--- config.mk ---
export PLATFORM = sky130hd
export DESIGN_NAME = voltmeter_average_bcd_display_flat
export DESIGN_NICKNAME = d
export VERILOG_FILES = /design/src/rtl/core/vabd_pkg.sv /design/src/rtl/core/vabd_stream_if.sv /design/src/rtl/core/vabd_accum.sv /design/src/rtl/core/vabd_display.sv /design/src/rtl/core/voltmeter_average_bcd_display.sv /design/src/flat_wrapper.sv
export SDC_FILE = /design/constraint.sdc
export NUM_CORES = 1
export LEC_CHECK = 0
export BUFFER_PORTS_ARGS = -buffer_cell sky130_fd_sc_hd__buf_2
export CAP_MARGIN = 15
export CORE_MARGIN = 2
export CORE_UTILIZATION = 41
export DETAILED_ROUTE_END_ITERATION = 16
export PLACE_DENSITY_LB_ADDON = 0.05
export SYNTH_ARGS = -nofsm -noshare
export SYNTH_HDL_FRONTEND = slang
export SYNTH_SLANG_ARGS = --single-unit
--- constraint.sdc ---
create_clock -name clk -period 4.8 [get_ports clk]
set_input_delay 0.48 -clock clk [delete_from_list [all_inputs] [get_ports clk]]
set_output_delay 0.48 -clock clk [all_outputs]
set_load 0.01 [all_outputs]
--- src/rtl/core/vabd_pkg.sv ---
// Shared types, constants and the seven-segment decode for the voltmeter display block.
// Depends on nothing; every other file of the block refers to it by scoped names.
`default_nettype none

package vabd_pkg;

	localparam int ADC_W      = 10;
	localparam int SEG_W      = 7;
	localparam int SEL_W      = 2;
	localparam int BCD_W      = 8;
	localparam int TENTHS_W   = 6;

	localparam int SAMPLES_PER_AVERAGE_DEF = 8;

	// Scaling to tenths: floor((avg*33 + 511) / 1023). With x = avg*33 + 511,
	// floor(x / 1023) equals ((x + 1) * 1025) >> 20 for every x below 2**20,
	// so one constant multiply and an add give the exact quotient.
	localparam int SCALE_NUM    = 33;
	localparam int SCALE_ROUND  = 511;
	localparam int SCALE_DEN    = 1023;
	localparam int TENTHS_SHIFT = 20;
	localparam int TENTHS_MUL   = SCALE_NUM * (SCALE_DEN + 2);
	localparam int TENTHS_ADD   = (SCALE_ROUND + 1) * (SCALE_DEN + 2);
	localparam int SCALED_W     = 26;

	localparam logic OP_SAMPLE = 1'b0;
	localparam logic OP_TICK   = 1'b1;

	localparam logic KIND_DISPLAY = 1'b0;
	localparam logic KIND_MEASURE = 1'b1;

	localparam logic [SEL_W-1:0] DIGIT_SEL_NONE = 2'b00;
	localparam logic [SEL_W-1:0] DIGIT_SEL_LOW  = 2'b01;
	localparam logic [SEL_W-1:0] DIGIT_SEL_HIGH = 2'b10;

	typedef struct packed {
		logic             operation;
		logic [ADC_W-1:0] adc_sample;
	} item_t;

	typedef struct packed {
		logic             result_kind;
		logic [SEG_W-1:0] segments;
		logic [SEL_W-1:0] digit_select;
		logic [BCD_W-1:0] voltage_bcd;
	} result_t;

	// Work handed from the accumulator to the display stage.
	typedef struct packed {
		logic             valid;
		logic             is_tick;
		logic [ADC_W-1:0] avg;
	} stage_t;

	function automatic logic [SEG_W-1:0] seg_decode(input logic [3:0] digit);
		logic [SEG_W-1:0] pattern;
		unique case (digit)
			4'h0: pattern = 7'h3F;
			4'h1: pattern = 7'h06;
			4'h2: pattern = 7'h5B;
			4'h3: pattern = 7'h4F;
			4'h4: pattern = 7'h66;
			4'h5: pattern = 7'h6D;
			4'h6: pattern = 7'h7D;
			4'h7: pattern = 7'h07;
			4'h8: pattern = 7'h7F;
			4'h9: pattern = 7'h6F;
			4'hA: pattern = 7'h77;
			4'hB: pattern = 7'h7C;
			4'hC: pattern = 7'h39;
			4'hD: pattern = 7'h5E;
			4'hE: pattern = 7'h79;
			4'hF: pattern = 7'h71;
			default: pattern = '0;
		endcase
		return pattern;
	endfunction

endpackage

`default_nettype wire

--- src/rtl/core/vabd_stream_if.sv ---
// Valid/ready channel carrying one packed payload per item.
// Payload types come from vabd_pkg.
`default_nettype none

interface vabd_stream_if #(
	parameter type payload_t = vabd_pkg::item_t
);
	logic     valid;
	logic     ready;
	payload_t data;

	modport source (output valid, output data, input ready);
	modport sink (input valid, input data, output ready);
endinterface

`default_nettype wire

--- src/rtl/core/vabd_accum.sv ---
// Accumulator: sums each sample group, forms its average and passes ticks on.
// Depends on vabd_pkg.
`default_nettype none

module vabd_accum #(
	parameter int SAMPLES_PER_AVERAGE = vabd_pkg::SAMPLES_PER_AVERAGE_DEF
) (
	input  wire logic                      clk,
	input  wire logic                      arst_n,
	input  wire logic                      en,
	input  wire logic                      valid_s1,
	input  wire vabd_pkg::item_t           item_s1,
	output vabd_pkg::stage_t               stage_s2
);

	localparam int N         = SAMPLES_PER_AVERAGE;
	localparam int LOG_N     = $clog2(N);
	localparam int SUM_W     = vabd_pkg::ADC_W + LOG_N;
	localparam int CNT_W     = (N > 1) ? LOG_N : 1;
	// Average by reciprocal: the shift is wide enough that the rounding-up
	// error of the multiplier never reaches the next integer.
	localparam int AVG_SHIFT = SUM_W + LOG_N + 1;
	localparam int AVG_MUL   = ((1 << AVG_SHIFT) + N - 1) / N;
	localparam int MUL_W     = AVG_SHIFT + 1;
	localparam int PROD_W    = SUM_W + MUL_W;

	logic [SUM_W-1:0]          sum_q;
	logic [CNT_W-1:0]          count_q;
	logic [SUM_W-1:0]          sum_next;
	logic [PROD_W-1:0]         avg_prod;
	logic [vabd_pkg::ADC_W-1:0] avg;
	logic                      group_done;

	assign sum_next   = sum_q + SUM_W'(item_s1.adc_sample);
	assign avg_prod   = PROD_W'(sum_next) * PROD_W'(AVG_MUL);
	assign avg        = avg_prod[AVG_SHIFT +: vabd_pkg::ADC_W];
	assign group_done = (count_q == CNT_W'(N - 1));

	always_ff @(posedge clk or negedge arst_n) begin
		if (!arst_n) begin
			sum_q    <= '0;
			count_q  <= '0;
			stage_s2 <= '0;
		end else if (en) begin
			stage_s2.avg <= avg;
			if (valid_s1 && item_s1.operation == vabd_pkg::OP_TICK) begin
				stage_s2.valid   <= 1'b1;
				stage_s2.is_tick <= 1'b1;
			end else if (valid_s1 && group_done) begin
				stage_s2.valid   <= 1'b1;
				stage_s2.is_tick <= 1'b0;
				sum_q            <= '0;
				count_q          <= '0;
			end else begin
				stage_s2.valid   <= 1'b0;
				stage_s2.is_tick <= 1'b0;
				if (valid_s1) begin
					sum_q   <= sum_next;
					count_q <= count_q + CNT_W'(1);
				end
			end
		end
	end

endmodule

`default_nettype wire

--- src/rtl/core/vabd_display.sv ---
// Display stage: scales averages to BCD tenths, holds the shown value and
// drives the multiplexed digits into the result register. Depends on vabd_pkg.
`default_nettype none

module vabd_display (
	input  wire logic             clk,
	input  wire logic             arst_n,
	input  wire logic             en,
	input  wire vabd_pkg::stage_t stage_s2,
	output logic                  result_valid_q,
	output vabd_pkg::result_t     result_q
);

	logic [vabd_pkg::BCD_W-1:0]    shown_bcd_q;
	logic                          show_low_q;
	logic [vabd_pkg::SCALED_W-1:0] scaled;
	logic [vabd_pkg::TENTHS_W-1:0] tenths;
	logic [1:0]                    tens;
	logic [vabd_pkg::TENTHS_W-1:0] ones;
	logic [vabd_pkg::BCD_W-1:0]    bcd_new;
	logic [3:0]                    shown_digit;

	assign scaled = vabd_pkg::SCALED_W'(stage_s2.avg) * vabd_pkg::SCALED_W'(vabd_pkg::TENTHS_MUL)
		+ vabd_pkg::SCALED_W'(vabd_pkg::TENTHS_ADD);
	assign tenths = scaled[vabd_pkg::TENTHS_SHIFT +: vabd_pkg::TENTHS_W];

	// Tenths never exceed 33, so the tens digit is at most 3.
	always_comb begin
		priority if (tenths >= vabd_pkg::TENTHS_W'(30)) tens = 2'd3;
		else if (tenths >= vabd_pkg::TENTHS_W'(20))     tens = 2'd2;
		else if (tenths >= vabd_pkg::TENTHS_W'(10))     tens = 2'd1;
		else                                            tens = 2'd0;
	end

	assign ones        = tenths - vabd_pkg::TENTHS_W'(tens) * vabd_pkg::TENTHS_W'(10);
	assign bcd_new     = {2'b00, tens, ones[3:0]};
	assign shown_digit = show_low_q ? shown_bcd_q[3:0] : shown_bcd_q[7:4];

	always_ff @(posedge clk or negedge arst_n) begin
		if (!arst_n) begin
			result_valid_q <= 1'b0;
			shown_bcd_q    <= '0;
			show_low_q     <= 1'b0;
		end else if (en) begin
			result_valid_q <= stage_s2.valid;
			if (stage_s2.valid) begin
				if (stage_s2.is_tick) begin
					show_low_q <= ~show_low_q;
				end else begin
					shown_bcd_q <= bcd_new;
				end
			end
		end
	end

	always_ff @(posedge clk) begin
		if (en) begin
			if (stage_s2.is_tick) begin
				result_q.result_kind  <= vabd_pkg::KIND_DISPLAY;
				result_q.segments     <= vabd_pkg::seg_decode(shown_digit);
				result_q.digit_select <= show_low_q ? vabd_pkg::DIGIT_SEL_LOW
					: vabd_pkg::DIGIT_SEL_HIGH;
				result_q.voltage_bcd  <= shown_bcd_q;
			end else begin
				result_q.result_kind  <= vabd_pkg::KIND_MEASURE;
				result_q.segments     <= '0;
				result_q.digit_select <= vabd_pkg::DIGIT_SEL_NONE;
				result_q.voltage_bcd  <= bcd_new;
			end
		end
	end

endmodule

`default_nettype wire

--- src/rtl/core/voltmeter_average_bcd_display.sv ---
// Items pass the input and average registers on to the result register.
// Throughput: one item per cycle; the three registers (input, average, result)
// advance together, and hold while the result register is full and not taken.
// Reset clears the group sum and count, the shown value (zero) and the digit
// order (high digit first); no results are pending after reset.
`default_nettype none

module voltmeter_average_bcd_display #(
	parameter int SAMPLES_PER_AVERAGE = vabd_pkg::SAMPLES_PER_AVERAGE_DEF
) (
	input wire logic      clk,
	input wire logic      arst_n,
	vabd_stream_if.sink   item,
	vabd_stream_if.source result
);

	logic              advance;
	logic              valid_s1;
	vabd_pkg::item_t   item_s1;
	vabd_pkg::stage_t  stage_s2;
	logic              result_valid_q;
	vabd_pkg::result_t result_q;

	assign advance    = !result_valid_q || result.ready;
	assign item.ready = advance;

	always_ff @(posedge clk or negedge arst_n) begin
		if (!arst_n) begin
			valid_s1 <= 1'b0;
		end else if (advance) begin
			valid_s1 <= item.valid;
		end
	end

	always_ff @(posedge clk) begin
		if (advance) begin
			item_s1 <= item.data;
		end
	end

	vabd_accum #(
		.SAMPLES_PER_AVERAGE(SAMPLES_PER_AVERAGE)
	) u_accum (
		.clk      (clk),
		.arst_n   (arst_n),
		.en       (advance),
		.valid_s1 (valid_s1),
		.item_s1  (item_s1),
		.stage_s2 (stage_s2)
	);

	vabd_display u_display (
		.clk            (clk),
		.arst_n         (arst_n),
		.en             (advance),
		.stage_s2       (stage_s2),
		.result_valid_q (result_valid_q),
		.result_q       (result_q)
	);

	assign result.valid = result_valid_q;
	assign result.data  = result_q;

endmodule

`default_nettype wire

--- src/flat_wrapper.sv ---
// flat-port wrapper written by rule: the top's interface ports become plain ports
module voltmeter_average_bcd_display_flat 
#(
	parameter int SAMPLES_PER_AVERAGE = vabd_pkg::SAMPLES_PER_AVERAGE_DEF
)
  (clk, arst_n, item_valid, item_data, item_ready, result_valid, result_data, result_ready);
  vabd_stream_if #(.payload_t(vabd_pkg::item_t)) item_i ();
  vabd_stream_if #(.payload_t(vabd_pkg::result_t)) result_i ();
  input wire logic clk;
  input wire logic arst_n;
  input wire logic [$bits(item_i.valid)-1:0] item_valid;
  input wire logic [$bits(item_i.data)-1:0] item_data;
  output wire logic [$bits(item_i.ready)-1:0] item_ready;
  output wire logic [$bits(result_i.valid)-1:0] result_valid;
  output wire logic [$bits(result_i.data)-1:0] result_data;
  input wire logic [$bits(result_i.ready)-1:0] result_ready;
  assign item_i.valid = item_valid;
  assign item_i.data = item_data;
  assign item_ready = item_i.ready;
  assign result_valid = result_i.valid;
  assign result_data = result_i.data;
  assign result_i.ready = result_ready;
  voltmeter_average_bcd_display #(.SAMPLES_PER_AVERAGE(SAMPLES_PER_AVERAGE)) u_core (.clk(clk), .arst_n(arst_n), .item(item_i), .result(result_i));
endmodule
**Word level (Yosys, flattened, before mapping)**

Memories as Yosys holds them, arrays and structs flattened.
Cells that the tools add are included.

- Bits in registers: 64
- Bits in read-only memories: 112
- Output and inout bits: 20
- Memories: 1

- Add/subtract/negate cells: 4
- Multipliers: 2
- Magnitude comparators: 3
- Equality and inequality tests: 1
- Mux-type cells: 12
- Bitwise gates (word level): 3
- Reductions and logical operators: 8

Memories:

| memory | depth | bits a word | read ports | clocked after Yosys merged registers in | write ports | line | RTL |
|---|---|---|---|---|---|---|---|
| (no name shown) | 16 | 7 | 1 | 0 | 0 | vabd_pkg.sv:57 | `unique case (digit)` |

Operator list:

| kind | number |
|---|---|
| $add A26 B20 Y26 const B | 1 |
| $mul A10 B16 Y26 const B | 1 |
| $mux W13 | 2 |
| $mux W18 | 1 |
| $add A13 B10 Y13 | 1 |
| $ge A6 B5 Y1 const B | 2 |
| $mux W2 | 5 |
| $reduce_and A3 Y1 | 3 |
| $ge A6 B4 Y1 const B | 1 |
| $mux W3 | 2 |
| $mux W4 | 1 |
| $sub A4 B4 Y4 | 1 |
| $add A3 B1 Y3 const B | 1 |
| $eq A3 B3 Y1 const B | 1 |
| $mul A2 B3 Y3 const B | 1 |
| $not A1 Y1 | 3 |
| $logic_and A1 B1 Y1 | 2 |
| $reduce_bool A2 Y1 | 1 |
| $logic_not A1 Y1 | 1 |
| $logic_or A1 B1 Y1 | 1 |
| $mux W1 | 1 |

**Longest topological paths before layout**

Gate-level depths: netlist of the first run.

- Depth in word-level cells: 9
- Depth in mapped cells: 20
- Depth with buffers taken out: 20

**Hierarchy**

A second synthesis of the first run with hierarchy kept.

- Cell total of the unflattened synthesis: 416
- Area total of the unflattened synthesis: 4,416.7 sq um

By module, submodules not included:

| module | times used | cells each | area an instance (sq um) |
|---|---|---|---|
| vabd_display | 1 | 235 | 2,346.0 |
| vabd_accum | 1 | 167 | 1,686.6 |
| voltmeter_average_bcd_display | 1 | 14 | 384.1 |

**Worst setup path after synthesis of the first run**

Ideal clock, no wire load.

- Kind: reg-to-reg
- From: reg u_core.u_accum.stage_s2[5] (netlist name)
- To: reg u_core.u_display.result_q[2] (netlist name)
- Data arrival time: 4.189 ns
- Required time: 4.540 ns
- Slack: 0.351 ns
- Cell stages (with the launch flop): 19
- Path buffers: 0
- Cells stage by stage: dfrtp_1 -> ha_1 -> xor2_1 -> ha_1 -> or2_2 -> ha_1 -> ha_1 -> a211oi_2 -> nor4b_2 -> o41ai_4 -> nand2_2 -> or4_1 -> a21oi_1 -> a21oi_1 -> a21o_1 -> ha_1 -> inv_1 -> fa_1 -> mux2_2

- Cells in the longest elaborated chain, start to end: 9
- Elaborated cells on any way between the ends: 11

RTL lines:

| item | line | RTL |
|---|---|---|
| $mul A10 B16 Y26 (*) | vabd_display.sv:23 | `assign scaled = vabd_pkg::SCALED_W'(stage_s2.avg) * vabd_pkg::SCALED_W'(vabd_pkg::TENTHS_MUL)` |
| $add A26 B20 Y26 (*) | vabd_display.sv:24 | `+ vabd_pkg::SCALED_W'(vabd_pkg::TENTHS_ADD);` |
| $ge A6 B4 Y1 | vabd_display.sv:31 | `else if (tenths >= vabd_pkg::TENTHS_W'(10)) tens = 2'd1;` |
| $mux W1 | vabd_display.sv:31 |  |
| $mux W2 | vabd_display.sv:30 | `else if (tenths >= vabd_pkg::TENTHS_W'(20)) tens = 2'd2;` |
| $mux W2 (*) | vabd_display.sv:29 | `priority if (tenths >= vabd_pkg::TENTHS_W'(30)) tens = 2'd3;` |
| named net u_core.u_display.tens[0] | vabd_display.sv:18 | `logic [1:0] tens;` |
| $mul A2 B3 Y3 (*) | vabd_display.sv:35 | `assign ones = tenths - vabd_pkg::TENTHS_W'(tens) * vabd_pkg::TENTHS_W'(10);` |
| $sub A4 B4 Y4 (*) | vabd_display.sv:35 |  |
| named net u_core.u_display.ones, one bit | vabd_display.sv:19 | `logic [vabd_pkg::TENTHS_W-1:0] ones;` |
| $mux W18 (*) | vabd_display.sv:58 | `if (stage_s2.is_tick) begin` |

The timed path passes the listed nets; every way through them passes the cells marked *.
A chain may end at the register's enable or synchronous reset.

**Worst setup path after layout of the first run**

- From: reg u_core.u_accum.stage_s2[5] (netlist name)
- To: reg u_core.u_display.result_q[2] (netlist name)

- Cells in the longest elaborated chain, start to end: 9
- Elaborated cells on any way between the ends: 11

RTL lines:

| item | line |
|---|---|
| $mul A10 B16 Y26 (*) | vabd_display.sv:23 |
| $add A26 B20 Y26 (*) | vabd_display.sv:24 |
| $ge A6 B4 Y1 | vabd_display.sv:31 |
| $mux W1 | vabd_display.sv:31 |
| $mux W2 | vabd_display.sv:30 |
| $mux W2 (*) | vabd_display.sv:29 |
| named net u_core.u_display.tens[0] | vabd_display.sv:18 |
| $mul A2 B3 Y3 (*) | vabd_display.sv:35 |
| $sub A4 B4 Y4 (*) | vabd_display.sv:35 |
| named net u_core.u_display.ones, one bit | vabd_display.sv:19 |
| $mux W18 (*) | vabd_display.sv:58 |

Marked as above.

==> impl_metrics.json, run 1 <==
{
  "vias": 3066,
  "grt_pass1_wl_um": 14800,
  "dp_hpwl_um": 6320,
  "synth_fa_ha_area_share_pct": 19.82,
  "ys.flop_type": "dfrtp_1",
  "cp_max_fo": 4,
  "numPortBuffers": 32,
  "ant_nets": 0,
  "ys_seq_elements": 64,
  "grt_overflow": 0,
  "max_freq_ghz": 0.2168,
  "multi_input_area_um2": 2435,
  "synth_cells": 425,
  "muxShareOfSynthArea_pct": 2.690,
  "period_share_pct": 96.08,
  "synth_cell_type_count": 57,
  "worstMarginPinSlew_ns": 0.9641,
  "ios": 35,
  "placed_cells": 580,
  "skew_ns": 0.01889,
  "gp_congestion": 0.7900,
  "avgSynthCellArea_um2": 10.07,
  "numClockSinks": 64,
  "hp-class": "primary input to async pin",
  "setup_violations": 0,
  "wirelength_um": 8458,
  "worstRegToRegCells": 18,
  "slowest_stage": "dfrtp_2",
  "critPathRequiredTime_ns": 4.88,
  "synth_xor_area_share_pct": 3.070,
  "crit_path_start_kind": "register",
  "synth_area_um2": 4279,
  "root_buffer": "clkbuf_8",
  "htreeDepth": 3,
  "maxSlewViolCount": 0,
  "outcome": "complete, no violations",
  "ys_warn_count": 0,
  "grt_max_degree": 43,
  "grt_pass1_vias": 3060,
  "fin_cells": 598,
  "clkSlewWorstSetupHoldPaths_ns": 0.07,
  "worstSetupEndpointType": "register",
  "grt.total_usage_pct": 16.46,
  "insertion_delay_ns": 0.34,
  "cap_violations": 0,
  "die_area_um2": 11270,
  "cts_buffers": 9,
  "antenna_cells": 0,
  "rsz0062_at_grt": "yes",
  "drc": 0,
  "drive_above_1_share_pct": 16.88,
  "post_drt_wl_per_cell_um": 14.14,
  "synth_top_family_by_area": "adder cells",
  "core_um2": 10230,
  "synth-async-reset-ratio_pct": 57.81,
  "nets": 538,
  "cts_hold_buffers": 0,
  "area_growth_pct": 11.81,
  "worstPathCellList": "ha_1 > xor2_1 > ha_1 > or2_2 > ha_1 > ha_1 > a211oi_2 > nor4b_2 > o41ai_4 > nand2_2 > or4_1 > a21oi_2 > a21oi_1 > a21o_1 > ha_1 > inv_1 > fa_1 > mux2_2",
  "finalHoldViolCount": 0,
  "fp.dieW_um": 106.2,
  "slew_headroom_pct": 34.06,
  "cts_buffer_depth": 2,
  "vias_per_cell": 5.127,
  "synth_compound_area_share_pct": 16.99,
  "critical-path-max-stage-delay_ns": 0.43,
  "initial_core_util_pct": 41.82,
  "worst_ep_arrival_time_ns": 4.69,
  "cts_tree": "done",
  "ys_seq_area_share_pct": 40.58,
  "antenna_found_initial": 0,
  "fillers": 985,
  "min_period_ns": 4.612,
  "num_rows": 37,
  "synth_edf_count": 27,
  "regArea_um2": 1739,
  "first_pass_iters": 4,
  "fp.dieH_um": 106.2,
  "initialDrtViolationCount": 102,
  "timing.critical_path.mode_cell": "ha_1",
  "worstSetupPathType": "register to register",
  "synth-simple-area-share_pct": 13.54
}
metal layers:
metal	global-route usage (%)	vias to the layer above	part of all wire, %
met5	0	-	0
met4	5.545	0	1.6
met3	2.943	13	2.5
met2	26.60	39	46
met1	22.31	1416	50
li1	-	1598	-
registers in the layout, indices dropped and copies added (netlist names):
| name | count |
|---|---|
| u_core.u_accum.sum_q | 13 |
| u_core.u_display.result_valid_q | 1 |
| u_core.item_s1 | 11 |
| u_core.valid_s1 | 1 |
| u_core.u_accum.count_q | 3 |
| u_core.u_display.result_q | 16 |
| u_core.u_accum.stage_s2 | 12 |
| u_core.u_display.show_low_q | 1 |
| u_core.u_display.shown_bcd_q | 6 |
critical path, delay by kind of cell, from the launching register on:
kind / cells / cell delay (ns)
simple gates: 4 / 0.93
mux: 1 / 0.28
xor+xnor: 1 / 0.16
buf+inv: 1 / 0.06
compound gates: 5 / 0.90
fa+ha+maj: 6 / 1.60
flops: 1 / 0.43
through the flow:
stage | cell area, um2 | hold WS, ns | TNS [ns] | worst slack [ns] | utilization [%]
6_report | 4785 | 0.2541 | 0 | 0.1881 | 46.77
5_1_grt | 4785 | 0.2894 | -0.006898 | -0.006898 | 46.77
4_1_cts | 4741 | 0.2893 | 0 | 0.08222 | 46.34
3_5_place_dp | 4566 | 0.4707 | 0 | 0.07492 | 44.63
3_3_place_gp | 4566 | 0.4686 | 0 | 0.1954 | 44.63
2_1_floorplan | 4283 | 0.1844 | 0 | 0.3515 | -
final cells by class:
class	instances	share of cell area, %
clock buffers	11	2.955
repair buffers	39	4.446
multi-input cells	329	50.89
clock inverters	5	0.7061
inverters	14	1.098
well taps	136	3.556
flip-flops and latches	64	36.35
cell families (layout without fill, tap and decap cells):
family	Yosys count	count (layout)
compound gates	111	111
mux	11	11
other cells	1	2
buf+inv	33	69
simple gates	124	124
xor+xnor	15	15
flops	64	64
fa+ha+maj	66	66
synth_stat cells, types with 7 or more instances:
| cell type | instances | share of area, % |
|---|---|---|
| ha_1 | 63 | 18 |
| xnor2_1 | 12 | 2.5 |
| o21ai_0 | 33 | 3.9 |
| nand2b_1 | 7 | 1.0 |
| a21oi_1 | 30 | 3.5 |
| inv_1 | 14 | 1.2 |
| clkbuf_1 | 14 | 1.2 |
| mux2i_1 | 7 | 1.6 |
| edfxtp_1 | 27 | 19 |
| dfrtp_1 | 37 | 22 |
| nor2_1 | 20 | 1.8 |
| nand3_1 | 8 | 0.94 |
| nand2_1 | 61 | 5.4 |
what timing repair did:
action,in CTS,in global routing
gates resized for setup,0,8
setup endpoints to repair,0,2
buffers inserted,0,2
worst paths after layout:
check                                                        from                                endpoint  slack [ns]
max                        u_core.u_accum.stage_s2[5]$_DFFE_PN0P_  u_core.u_display.result_q[2]$_DFFE_PP_        0.19
min                                                        arst_n     u_core.u_accum.sum_q[6]$_DFFE_PN0P_        0.25
max reg2reg                u_core.u_accum.stage_s2[5]$_DFFE_PN0P_  u_core.u_display.result_q[2]$_DFFE_PP_        0.19
min reg2reg                u_core.u_accum.stage_s2[3]$_DFFE_PN0P_  u_core.u_accum.stage_s2[3]$_DFFE_PN0P_        0.48
max in group asynchronous                                  arst_n  u_core.u_accum.stage_s2[9]$_DFFE_PN0P_        3.95
min in group clk                                     item_data[0]             u_core.item_s1[0]$_DFFE_PP_        0.31
cells in the final DEF (no fill, tap or decap), types with 8 or more instances in the layout:
cell type	n
a21oi_1	28
buf_2	32
clkbuf_8	10
dfrtp_1	35
edfxtp_1	27
ha_1	63
inv_1	14
nand2_1	61
nand3_1	8
nor2_1	20
o21ai_0	33
xnor2_1	11
Power of run 1 is not shown: default switching activity piles up to over one toggle a cycle in this logic, so the estimate is an artifact.
==> run 2: changes to the inputs <==
==> constraint.sdc (replaced) <==
create_clock -name clk -period 4.1 [get_ports clk]
set_input_delay 0.41 -clock clk [delete_from_list [all_inputs] [get_ports clk]]
set_output_delay 0.41 -clock clk [all_outputs]
set_load 0.01 [all_outputs]
==> impl_metrics.json, run 2 (synthesized netlist as in run 1, its figures left out) <==
{
  "outcome": "finished, violations left",
  "violations": "negative setup slack",
  "grt_busiest_layer": "met2",
  "num_rows": 37,
  "crit_path_start_kind": "register",
  "cts_tree": "done",
  "maxSlewViolCount": 0,
  "ant_nets": 0,
  "die_area_um2": 11270,
  "min_period_ns": 4.489,
  "finalHoldViolCount": 0,
  "skew_ns": 0.01174,
  "cts_buffer_depth": 2,
  "insertion_delay_ns": 0.34,
  "htreeDepth": 3,
  "worstMarginPinSlew_ns": 0.8545,
  "core_um2": 10230,
  "numPortBuffers": 32,
  "worst_ep_arrival_time_ns": 4.57,
  "initial_core_util_pct": 41.82,
  "gr-usage-met2_pct": 28.34,
  "final_common_cell": "nand2_1",
  "post_drt_wl_per_cell_um": 14.75,
  "clkSlewWorstSetupHoldPaths_ns": 0.08,
  "fp.dieW_um": 106.2,
  "grt.met1_usage_pct": 22.34,
  "vias_per_cell": 5.252,
  "grt.total_usage_pct": 16.99,
  "grt_overflow": 0,
  "worstSetupEndpointType": "register",
  "first_pass_iters": 4,
  "fin_util_pct": 54.38,
  "initialDrtViolationCount": 150,
  "cts_hold_buffers": 0,
  "mostFrequentLayoutCells": "60 x nand2_1, 39 x buf_4, 36 x ha_1",
  "antenna_found_initial": 0,
  "cap_violations": 0,
  "grt_pass1_wl_um": 15410,
  "ios": 35,
  "slew_headroom_pct": 43.03,
  "grt_max_degree": 43,
  "vias": 3319,
  "cts_buffers": 9,
  "setup_violations": 4,
  "wirelength_um": 9321,
  "setup_slack_ns": -0.3886,
  "drive_above_1_share_pct": 31.05,
  "fillers": 882,
  "antenna_cells": 0,
  "gr-usage-met3_pct": 3.311,
  "grt_pass1_vias": 3254,
  "drc": 0,
  "area_growth_pct": 30.03,
  "critPathRequiredTime_ns": 4.18,
  "numClockSinks": 64,
  "hp-class": "primary input to async pin",
  "cp_max_fo": 5,
  "fp.dieH_um": 106.2,
  "gp_congestion": 0.8286,
  "worstSetupPathType": "register to register",
  "rsz0062_at_grt": "yes",
  "dp_hpwl_um": 6522,
  "nets": 572,
  "max_freq_ghz": 0.2228,
  "top_register": "u_core.u_display.result_q",
  "period_share_pct": 109.5,
  "largest_reg_flops": 16,
  "reg_top3": "u_core.u_display.result_q (16), u_core.u_accum.sum_q (13), u_core.u_accum.stage_s2 (12)",
  "root_buffer": "clkbuf_8"
}
==> run 2: changes by cell type in the layout (fill, tap and decap cells not counted), sizes merged <==
| cell | previous run | this run |
|---|---|---|
| buf | 39 | 73 |
| bufinv | 0 | 3 |
| clkbuf | 11 | 9 |
| clkinv | 3 | 2 |
| clkinvlp | 2 | 1 |
| inv | 14 | 15 |
==> run 2: cell type report <==
type                       instances  area (um2)  area share [%]
clock buffer                       9       123.9           2.226
clock inverter                     7       118.9           2.136
multi-input combinational        329        2884           51.83
timing repair buffer              73       475.5           8.545
sequential                        64        1739           31.26
inverter                          14       52.55          0.9445
tap                              136       170.2           3.058
==> run 2: routing by layer <==
layer | up-vias | part of all wire (%)
met5 | - | 0
met4 | 0 | 0.83
met3 | 6 | 2.8
met2 | 55 | 50
met1 | 1594 | 46
li1 | 1664 | -
==> run 2: timing repair <==
item / 4_1_cts / 5_1_grt
setup buffers: 2 / 4
setup endpoints to repair: 4 / 8
endpoints found under the hold margin: 0 / 0
resized for setup: 30 / 31
pin swaps: 20 / 17
==> run 2: worst max-delay path: stages, from the launching register on <==
cell and delay [ns]:
dfrtp_2 0.47, ha_4 0.18, xor2_2 0.15, ha_2 0.17, or2_4 0.25, ha_4 0.24
ha_4 0.23, a211oi_4 0.28, nor4b_4 0.10, o41ai_4 0.27, nand2_2 0.10, or4_4 0.45
a21oi_4 0.15, a21oi_2 0.07, a21o_1 0.22, ha_4 0.16, inv_2 0.05, fa_2 0.42
mux2_2 0.27
==> run 2: worst paths after layout <==
path / slack [ns] / from / cells past startpoint / endpoint
max in group asynchronous: 3.35 / arst_n / 1 / u_core.u_accum.stage_s2[9]$_DFFE_PN0P_
worst max-delay path: -0.39 / u_core.u_accum.stage_s2[9]$_DFFE_PN0P_ / 18 / u_core.u_display.result_q[2]$_DFFE_PP_
min in group clk: 0.24 / item_data[8] / 1 / u_core.item_s1[8]$_DFFE_PP_
worst min register to register: 0.48 / u_core.u_accum.stage_s2[3]$_DFFE_PN0P_ / 2 / u_core.u_accum.stage_s2[3]$_DFFE_PN0P_
worst max register to register: -0.39 / u_core.u_accum.stage_s2[9]$_DFFE_PN0P_ / 18 / u_core.u_display.result_q[2]$_DFFE_PP_
worst min-delay path: 0.17 / arst_n / 1 / u_core.u_accum.sum_q[7]$_DFFE_PN0P_
==> run 2: stage by stage <==
step	std cells	TNS [ns]	hold WS, ns	area, um2	setup slack, ns
final	632	-0.9317	0.1670	5564	-0.3886
after CTS	628	-0.9578	0.1933	5300	-0.4142
after floorplan	426	-0.2620	0.1144	4340	-0.2620
after global placement	610	-0.8785	0.4631	4848	-0.3934
after detailed placement	610	-1.285	0.4700	4848	-0.4890
after global routing	632	-1.611	0.2091	5564	-0.5198
Power of run 2 is left out for the same reason.
